## src/sv/fenv_pkg.sv

```systemverilog
// Shared types, widths and the control program of the fade envelope unit.
// Used by fade_envelope_with_min_hold_unit; depends on nothing else.
package fenv_pkg;

   localparam int TIME_BITS  = 24;
   localparam int LEVEL_BITS = 16;
   localparam int DT_BITS    = 16;

   localparam int CNT_BITS  = ((TIME_BITS > DT_BITS) ? TIME_BITS : DT_BITS) + 2;
   localparam int DIV_BITS  = (TIME_BITS > LEVEL_BITS) ? TIME_BITS : LEVEL_BITS;
   localparam int ITER_BITS = $clog2(DIV_BITS);
   localparam int REQ_BITS  = ((DT_BITS + 1 + 7) / 8) * 8;
   localparam int RSP_BITS  = ((LEVEL_BITS + 3 + 7) / 8) * 8;
   localparam int CSR_IDX_BITS = 2;
   localparam int PC_BITS   = 4;

   localparam logic [CSR_IDX_BITS-1:0] CSR_RISE_TIME = 2'd0;
   localparam logic [CSR_IDX_BITS-1:0] CSR_FALL_TIME = 2'd1;
   localparam logic [CSR_IDX_BITS-1:0] CSR_MIN_HOLD  = 2'd2;

   typedef enum logic [1:0] {
      PH_OFF  = 2'd0,
      PH_RISE = 2'd1,
      PH_ON   = 2'd2,
      PH_FALL = 2'd3
   } phase_type;

   typedef enum logic [2:0] {
      OP_NOP,
      OP_STEP,
      OP_MUL,
      OP_RLOAD,
      OP_DIV,
      OP_RSET,
      OP_LLOAD,
      OP_EMIT
   } op_type;

   typedef enum logic [2:0] {
      CD_NEVER,
      CD_ALWAYS,
      CD_NO_REQ,
      CD_NO_RESCALE,
      CD_ITER_MORE,
      CD_RSP_BUSY
   } cond_type;

   typedef struct packed {
      op_type              op;
      cond_type            cond;
      logic [PC_BITS-1:0]  target;
   } uword_type;

   localparam logic [PC_BITS-1:0] PC_WAIT  = 4'd0;
   localparam logic [PC_BITS-1:0] PC_STEP  = 4'd1;
   localparam logic [PC_BITS-1:0] PC_MUL   = 4'd2;
   localparam logic [PC_BITS-1:0] PC_RLOAD = 4'd3;
   localparam logic [PC_BITS-1:0] PC_RDIV  = 4'd4;
   localparam logic [PC_BITS-1:0] PC_RSET  = 4'd5;
   localparam logic [PC_BITS-1:0] PC_LLOAD = 4'd6;
   localparam logic [PC_BITS-1:0] PC_LDIV  = 4'd7;
   localparam logic [PC_BITS-1:0] PC_EMIT  = 4'd8;
   localparam logic [PC_BITS-1:0] PC_RET   = 4'd9;

   // jump to target when cond holds, else fall through
   function automatic uword_type ucode_rom(input logic [PC_BITS-1:0] addr);
      uword_type w;
      begin
         unique case (addr)
            PC_WAIT:  w = '{op: OP_NOP,   cond: CD_NO_REQ,     target: PC_WAIT};
            PC_STEP:  w = '{op: OP_STEP,  cond: CD_NO_RESCALE, target: PC_LLOAD};
            PC_MUL:   w = '{op: OP_MUL,   cond: CD_NEVER,      target: PC_WAIT};
            PC_RLOAD: w = '{op: OP_RLOAD, cond: CD_NEVER,      target: PC_WAIT};
            PC_RDIV:  w = '{op: OP_DIV,   cond: CD_ITER_MORE,  target: PC_RDIV};
            PC_RSET:  w = '{op: OP_RSET,  cond: CD_NEVER,      target: PC_WAIT};
            PC_LLOAD: w = '{op: OP_LLOAD, cond: CD_NEVER,      target: PC_WAIT};
            PC_LDIV:  w = '{op: OP_DIV,   cond: CD_ITER_MORE,  target: PC_LDIV};
            PC_EMIT:  w = '{op: OP_EMIT,  cond: CD_RSP_BUSY,   target: PC_EMIT};
            PC_RET:   w = '{op: OP_NOP,   cond: CD_ALWAYS,     target: PC_WAIT};
            default:  w = '{op: OP_NOP,   cond: CD_ALWAYS,     target: PC_WAIT};
         endcase
         return w;
      end
   endfunction

endpackage

```

## src/sv/fade_envelope_with_min_hold_unit.sv

```systemverilog
// Attack-hold-release envelope with minimum hold, run by a small microcode sequencer.
// Depends on fenv_pkg for widths, phase codes and the control program.

// One tick is taken at a time; the unit is ready for the next one once the result
// of the last has gone into the output register, which waits while an earlier
// result is still unread. The work is done by the shared shift-and-subtract
// divider, which makes one quotient bit per cycle: once for the output level and,
// on a tick on which enable reverses a running ramp, once more after a multiply
// to rescale the time count to the other ramp. The result sits in an output
// register, so the next tick is taken while it waits to be read.
// Configuration writes are always accepted and must arrive while idle.
module fade_envelope_with_min_hold_unit
   import fenv_pkg::*;
(
   input  logic                     clock,
   input  logic                     reset,
   input  logic                     req_tvalid,
   output logic                     req_tready,
   input  logic [REQ_BITS-1:0]      req_tdata,   // elapsed, enable
   output logic                     rsp_tvalid,
   input  logic                     rsp_tready,
   output logic [RSP_BITS-1:0]      rsp_tdata,   // level, phase_now, is_off
   input  logic                     csr_valid,
   output logic                     csr_ready,
   input  logic [CSR_IDX_BITS-1:0]  csr_index,
   input  logic [TIME_BITS-1:0]     csr_data
);

   localparam int LO_SHIFT = DIV_BITS - TIME_BITS;

   logic [PC_BITS-1:0]          pc_ff, pc_in;
   phase_type                   phase_ff, phase_in;
   logic signed [CNT_BITS-1:0]  count_ff, count_in;
   logic [TIME_BITS-1:0]        rise_ff, rise_in, fall_ff, fall_in, hold_ff, hold_in;
   logic [DT_BITS-1:0]          dt_ff, dt_in;
   logic                        en_ff, en_in;
   logic [2*TIME_BITS-1:0]      prod_ff, prod_in;
   logic [TIME_BITS-1:0]        rem_ff, rem_in, dvs_ff, dvs_in;
   logic [DIV_BITS-1:0]         lo_ff, lo_in;
   logic [ITER_BITS-1:0]        iter_ff, iter_in;
   logic                        sat_ff, sat_in;
   logic                        rsp_valid_ff, rsp_valid_in;
   logic [LEVEL_BITS-1:0]       rsp_level_ff, rsp_level_in;
   phase_type                   rsp_phase_ff, rsp_phase_in;

   uword_type                   uw;
   logic                        jump;
   logic                        req_fire, rsp_busy, rescale;
   logic [TIME_BITS-1:0]        rl, fl, from_len, to_len, cur_len, clamp_from, clamp_cur;
   logic signed [CNT_BITS-1:0]  dt_s, rl_s, cnt_base, sum_c, diff_c;
   logic [TIME_BITS:0]          div_t, div_sub;
   logic                        div_ge;

   function automatic logic [TIME_BITS-1:0] clamp_cnt(
      input logic signed [CNT_BITS-1:0] c,
      input logic [TIME_BITS-1:0]       len
   );
      logic [TIME_BITS-1:0] r;
      begin
         if (c[CNT_BITS-1]) begin
            r = '0;
         end else if (c > $signed(CNT_BITS'(len))) begin
            r = len;
         end else begin
            r = c[TIME_BITS-1:0];
         end
         return r;
      end
   endfunction

   assign uw         = ucode_rom(pc_ff);
   assign req_tready = (pc_ff == PC_WAIT);
   assign req_fire   = req_tvalid && req_tready;
   assign rsp_busy   = rsp_valid_ff && !rsp_tready;
   assign csr_ready  = 1'b1;
   assign rsp_tvalid = rsp_valid_ff;
   assign rsp_tdata  = RSP_BITS'({(rsp_phase_ff == PH_OFF), rsp_phase_ff, rsp_level_ff});

   assign rl       = (rise_ff == '0) ? TIME_BITS'(1) : rise_ff;
   assign fl       = (fall_ff == '0) ? TIME_BITS'(1) : fall_ff;
   assign rescale  = ((phase_ff == PH_RISE) && !en_ff) || ((phase_ff == PH_FALL) && en_ff);
   assign from_len = (phase_ff == PH_RISE) ? rl : fl;
   assign to_len   = (phase_ff == PH_RISE) ? fl : rl;
   assign cur_len  = from_len;
   assign clamp_from = clamp_cnt(count_ff, from_len);
   assign clamp_cur  = clamp_cnt(count_ff, cur_len);

   assign dt_s     = $signed(CNT_BITS'(dt_ff));
   assign rl_s     = $signed(CNT_BITS'(rl));
   assign cnt_base = (phase_ff == PH_OFF) ? '0 : count_ff;
   assign sum_c    = cnt_base + dt_s;
   assign diff_c   = count_ff - dt_s;

   assign div_t   = {rem_ff, lo_ff[DIV_BITS-1]};
   assign div_sub = div_t - {1'b0, dvs_ff};
   assign div_ge  = (div_t >= {1'b0, dvs_ff});

   always_comb begin
      unique case (uw.cond)
         CD_NEVER:      jump = 1'b0;
         CD_ALWAYS:     jump = 1'b1;
         CD_NO_REQ:     jump = !req_fire;
         CD_NO_RESCALE: jump = !rescale;
         CD_ITER_MORE:  jump = (iter_ff != '0);
         CD_RSP_BUSY:   jump = rsp_busy;
         default:       jump = 1'b0;
      endcase
      pc_in = jump ? uw.target : pc_ff + PC_BITS'(1);
   end

   always_comb begin
      phase_in     = phase_ff;
      count_in     = count_ff;
      rise_in      = rise_ff;
      fall_in      = fall_ff;
      hold_in      = hold_ff;
      dt_in        = dt_ff;
      en_in        = en_ff;
      prod_in      = prod_ff;
      rem_in       = rem_ff;
      dvs_in       = dvs_ff;
      lo_in        = lo_ff;
      iter_in      = iter_ff;
      sat_in       = sat_ff;
      rsp_level_in = rsp_level_ff;
      rsp_phase_in = rsp_phase_ff;
      rsp_valid_in = rsp_valid_ff && !rsp_tready;

      if (csr_valid) begin
         unique case (csr_index)
            CSR_RISE_TIME: rise_in = csr_data;
            CSR_FALL_TIME: fall_in = csr_data;
            CSR_MIN_HOLD:  hold_in = csr_data;
            default: ;
         endcase
      end

      if (req_fire) begin
         dt_in = req_tdata[DT_BITS-1:0];
         en_in = req_tdata[DT_BITS];
      end

      unique case (uw.op)
         OP_STEP: begin
            unique case (phase_ff) inside
               PH_OFF, PH_RISE: begin
                  if (en_ff) begin
                     if (sum_c >= rl_s) begin
                        phase_in = PH_ON;
                        count_in = $signed(CNT_BITS'(hold_ff));
                     end else begin
                        phase_in = PH_RISE;
                        count_in = sum_c;
                     end
                  end
               end
               PH_ON: begin
                  if (en_ff) begin
                     if (!count_ff[CNT_BITS-1]) begin
                        count_in = diff_c;
                     end
                  end else if (diff_c[CNT_BITS-1]) begin
                     phase_in = PH_FALL;
                     count_in = $signed(CNT_BITS'(fall_ff));
                  end else begin
                     count_in = diff_c;
                  end
               end
               PH_FALL: begin
                  if (!en_ff) begin
                     count_in = diff_c;
                     if (diff_c[CNT_BITS-1]) begin
                        phase_in = PH_OFF;
                     end
                  end
               end
               default: ;
            endcase
         end
         OP_MUL: begin
            prod_in = (2*TIME_BITS)'(clamp_from) * (2*TIME_BITS)'(to_len);
            dvs_in  = from_len;
         end
         OP_RLOAD: begin
            rem_in  = prod_ff[2*TIME_BITS-1:TIME_BITS];
            lo_in   = DIV_BITS'(prod_ff[TIME_BITS-1:0]) << LO_SHIFT;
            iter_in = ITER_BITS'(TIME_BITS - 1);
         end
         OP_DIV: begin
            rem_in  = div_ge ? div_sub[TIME_BITS-1:0] : div_t[TIME_BITS-1:0];
            lo_in   = {lo_ff[DIV_BITS-2:0], div_ge};
            iter_in = iter_ff - ITER_BITS'(1);
         end
         OP_RSET: begin
            count_in = $signed(CNT_BITS'(lo_ff[TIME_BITS-1:0]));
            phase_in = (phase_ff == PH_RISE) ? PH_FALL : PH_RISE;
         end
         OP_LLOAD: begin
            rem_in  = clamp_cur;
            sat_in  = (clamp_cur == cur_len);
            dvs_in  = cur_len;
            lo_in   = '0;
            iter_in = ITER_BITS'(LEVEL_BITS - 1);
         end
         OP_EMIT: begin
            if (!rsp_busy) begin
               rsp_valid_in = 1'b1;
               rsp_phase_in = phase_ff;
               unique case (phase_ff) inside
                  PH_OFF:           rsp_level_in = '0;
                  PH_ON:            rsp_level_in = '1;
                  PH_RISE, PH_FALL: rsp_level_in = sat_ff ? '1 : lo_ff[LEVEL_BITS-1:0];
                  default:          rsp_level_in = '0;
               endcase
            end
         end
         default: ;
      endcase
   end

   always_ff @(posedge clock) begin
      if (reset) begin
         pc_ff        <= PC_WAIT;
         phase_ff     <= PH_OFF;
         count_ff     <= '0;
         rise_ff      <= TIME_BITS'(1000);
         fall_ff      <= TIME_BITS'(1000);
         hold_ff      <= '0;
         rsp_valid_ff <= 1'b0;
      end else begin
         pc_ff        <= pc_in;
         phase_ff     <= phase_in;
         count_ff     <= count_in;
         rise_ff      <= rise_in;
         fall_ff      <= fall_in;
         hold_ff      <= hold_in;
         rsp_valid_ff <= rsp_valid_in;
      end
      dt_ff        <= dt_in;
      en_ff        <= en_in;
      prod_ff      <= prod_in;
      rem_ff       <= rem_in;
      dvs_ff       <= dvs_in;
      lo_ff        <= lo_in;
      iter_ff      <= iter_in;
      sat_ff       <= sat_in;
      rsp_level_ff <= rsp_level_in;
      rsp_phase_ff <= rsp_phase_in;
   end

`ifndef SYNTHESIS
   a_accept_to_step: assert property (@(posedge clock) disable iff (reset)
      req_fire |=> (pc_ff == PC_STEP))
      else $error("accepted word did not start the update step");

   a_rescale_rem_bound: assert property (@(posedge clock) disable iff (reset)
      (pc_ff == PC_RDIV) |-> (rem_ff < dvs_ff))
      else $error("rescale divider remainder out of range");

   a_rsp_from_emit: assert property (@(posedge clock) disable iff (reset)
      $rose(rsp_valid_ff) |-> ($past(pc_ff) == PC_EMIT))
      else $error("result raised outside the emit step");

   a_on_full_level: assert property (@(posedge clock) disable iff (reset)
      (rsp_valid_ff && (rsp_phase_ff == PH_ON)) |-> (rsp_level_ff == '1))
      else $error("level not full while on");

   a_off_zero_level: assert property (@(posedge clock) disable iff (reset)
      (rsp_valid_ff && (rsp_phase_ff == PH_OFF)) |-> (rsp_level_ff == '0))
      else $error("level not zero while off");
`endif

endmodule

```

## config.mk

```make
export PLATFORM = sky130hd
export DESIGN_NAME = fade_envelope_with_min_hold_unit
export DESIGN_NICKNAME = d
export VERILOG_FILES = /design/src/sv/fenv_pkg.sv /design/src/sv/fade_envelope_with_min_hold_unit.sv
export SDC_FILE = /design/constraint.sdc
export NUM_CORES = 2
export LEC_CHECK = 0
export BUFFER_PORTS_ARGS = -buffer_cell sky130_fd_sc_hd__buf_2
export CORE_UTILIZATION = 30
export CTS_CLUSTER_DIAMETER = 200
export CTS_CLUSTER_SIZE = 25
export DETAILED_ROUTE_END_ITERATION = 6
export GPL_TIMING_DRIVEN = 1
export PLACE_DENSITY = 0.42
export SYNTH_ARGS = -nofsm -noshare
export SYNTH_HDL_FRONTEND = slang
export SYNTH_SLANG_ARGS = --single-unit
```

## constraint.sdc

```tcl
create_clock -name clock -period 10.2 [get_ports clock]
set_input_delay 0 -clock clock [delete_from_list [all_inputs] [get_ports clock]]
set_output_delay 0 -clock clock [all_outputs]
set_load 0.03 [all_outputs]
```

==> metrics.txt <==
total CTS buffers=15; Die Width=approximately 350 um; Buf/Inv on CP=11; Post-synth EDFFs=about 160; fin crit share=approximately 97%; cell area after synthesis=between 30000 and 40000 um2; Placed Cells=between 5000 and 6000; most frequent cell after synthesis=inv_1; antenna violations before repair=9; critical-path maximum fanout=8; RePlAce Congestion=between 0.9 and 1; top cell family by delay on the critical path=adder cells; die area=around 120000 um2; drt first pass iters=5; vias per cell=around 5; outcome=finished clean; largest net degree at the start of global routing=56; clock buffer depth=3; crit-path max cell delay=about 600 ps; HPWL Detailed=113200 um; Peak VDD IR=around 300 uV; Top FF cell, synth=edfxtp_1; slowest cell on the critical path=fa_1; grt ovf=0; Via Count=between 30000 and 40000; Fillers=roughly 12000; asr flop ratio synth=0%; area leader, netlist=fa_1; DP Area=40460 um2; critical path type=reg -> reg; Critical Path RT=~11000 ps; total power=about 15000 uW; # IOs=82; Site Rows=~130; #FFs+latches synth=about 280; latest clock arrival within the worst-skew pair=~570 ps; setup tns final=0 ps; vias in the first global route=30843; Finished Layout Cells=between 6000 and 7000; Die Ht=about 350 um; first-pass GRT wire length=208000 um; max-cap violations=0; skew final=41.35 ps; final hold violation count=0; mean post-synth cell area=slightly below 9 um2; post-route design area=~42000 um2; I/O Buffers=slightly below 70; Gate Count Post-Synth=4124; TritonCTS clock tree=built; CP arrival=about 10000 ps; layout cells sized above 1=13.34%; fin nets=5249; relative slew slack=roughly 22%; Routed Antenna Nets=0; Residual DRC=0; Crit. End Element=flop; core area=118400 um2; yosys warns=0; Yosys cell types=90; most instantiated cells after synthesis=672 x inv_1, 488 x nand2_1, 485 x fa_1; worst min path class=in -> reg; register area share after synthesis=19.86%; Area contributors post-synth=fa_1 27%, edfxtp_1 13%, ha_1 9.7%; Area Overhead vs Synth=16.09%; Sink Count=between 200 and 300; f_max=slightly above 0.1 GHz; P per Cell Area=366.9 nW/um2; root buf cell=clkbuf_16; DR WL/cell=around 23 um; final setup vio count=0; Starting Density=30.36%; Max Transition Viols Final=0; Core Util, Final=35.24%; startpoint types=flop; CP dominant cell by count=fa_1; post-route minimum period=between 9000 and 10000 ps; first-iteration detailed-routing DRC count=approximately 2300; # diodes=0; Leak Pwr=0.01901 uW; Post-Route WL=roughly 140000 um; All-Layer GR Usage=approximately 23%; clock slew at reported path FFs=roughly 120 ps; post-synth top area share=27.01%; H-tree depth=1; Worst Tran Pin Value=roughly 1200 ps
layer usage:
layer	global-route usage [%]	vias up	part of all wire (%)
met5	0	-	0
met1	33.66	15258	48
met4	4.234	0	2.0
met2	36.74	763	45
li1	-	13989	-
met3	2.510	128	5.1
sequential cells by signal (all words and copies together), names as in the netlist, 24 cells and up:
register,count
count_ff,26
hold_ff,24
fall_ff,24
lo_ff,24
rise_ff,24
prod_ff,48
rem_ff,24
dvs_ff,24
layout make-up:
cell class | instances | area, um2 | area share (%)
repair buffers | 492 | 3894 | 9.332
inverters | 673 | 2526 | 6.054
well taps | 1600 | 2002 | 4.798
multi-input cells | 2972 | 25720 | 61.65
clock inverters | 3 | 37.54 | 0.08996
flip-flops and latches | 276 | 7137 | 17.10
clock buffers | 23 | 405.4 | 0.9716
worst paths after layout:
check                     end  cells after the start        start  slack (ps)
hold reg to reg   hold_ff[12]                      2  hold_ff[12]         460
setup reg to reg  prod_ff[47]                     39  fall_ff[17]         310
setup / recovery  prod_ff[47]                     39  fall_ff[17]         310
hold / removal     hold_ff[2]                      5    csr_valid          90
stage by stage:
step,setup slack (ps),hold WS (ps)
final,314.1,90.34
after global routing,-14.83,98.75
after CTS,56.54,48.34
after detailed placement,-10.26,178.1
after global placement,8.283,175.8
after floorplan,580.8,98.87
repair_timing:
| action | CTS | global route |
|---|---|---|
| hold buffers | 45 | 0 |
| hold endpoints to repair | 96 | 0 |
| gates resized for setup | 4 | 60 |
| pin swaps | 1 | 29 |
| endpoints found under the setup margin | 3 | 14 |
| cloned | 1 | 2 |
| setup buffers | 2 | 8 |
cells in the final DEF, fill, tap and decap left out, drive strengths merged, types with 25 or more instances in the layout:
cell type | Yosys | routed
edfxtp | 161 | 161
buf | 65 | 447
o21a | 38 | 38
nor3 | 69 | 69
o21ai | 121 | 121
nand2b | 109 | 109
o221ai | 25 | 25
xnor2 | 96 | 96
mux2i | 43 | 43
a21oi | 225 | 225
a21o | 73 | 73
xor2 | 26 | 26
nand3 | 87 | 87
dlygate4sd3 | 0 | 45
nor2 | 413 | 415
dfxtp | 115 | 115
o211ai | 27 | 27
nand2 | 488 | 488
nor4 | 25 | 25
fa | 485 | 485
and2 | 25 | 25
ha | 279 | 279
inv | 673 | 675
nor2b | 29 | 29
worst reg2reg max path: cells and delay by family (launching register included):
family                     cells  cell delay [ps]
adders and majority gates      9             4080
AOI/OAI and AO/OA             10             2350
and+or+nand+nor                8             1510
buffers and inverters         11             1340
DFF                            1              340
muxes                          1              200
kinds of logic after synthesis:
logic type / count (synthesis) / synth area share, %
xor gates and xnor gates: 122 / 2.973
adders and majority gates: 769 / 36.88
buffers and inverters: 883 / 9.590
and+or+nand+nor: 1326 / 16.49
DFF: 276 / 19.86
other: 2 / 0.02089
AOI/OAI and AO/OA: 684 / 12.37
muxes: 62 / 1.824
power by group:
part / internal (uW) / switching, uW / total (uW) / leakage (uW)
Clock: 288 / 444 / 732 / 0.000213
Combinational: 5490 / 7230 / 12700 / 0.0164
Sequential: 1700 / 153 / 1860 / 0.00241
Total: 7480 / 7830 / 15300 / 0.0190
Note: power is estimated with default switching activity, not from simulation.
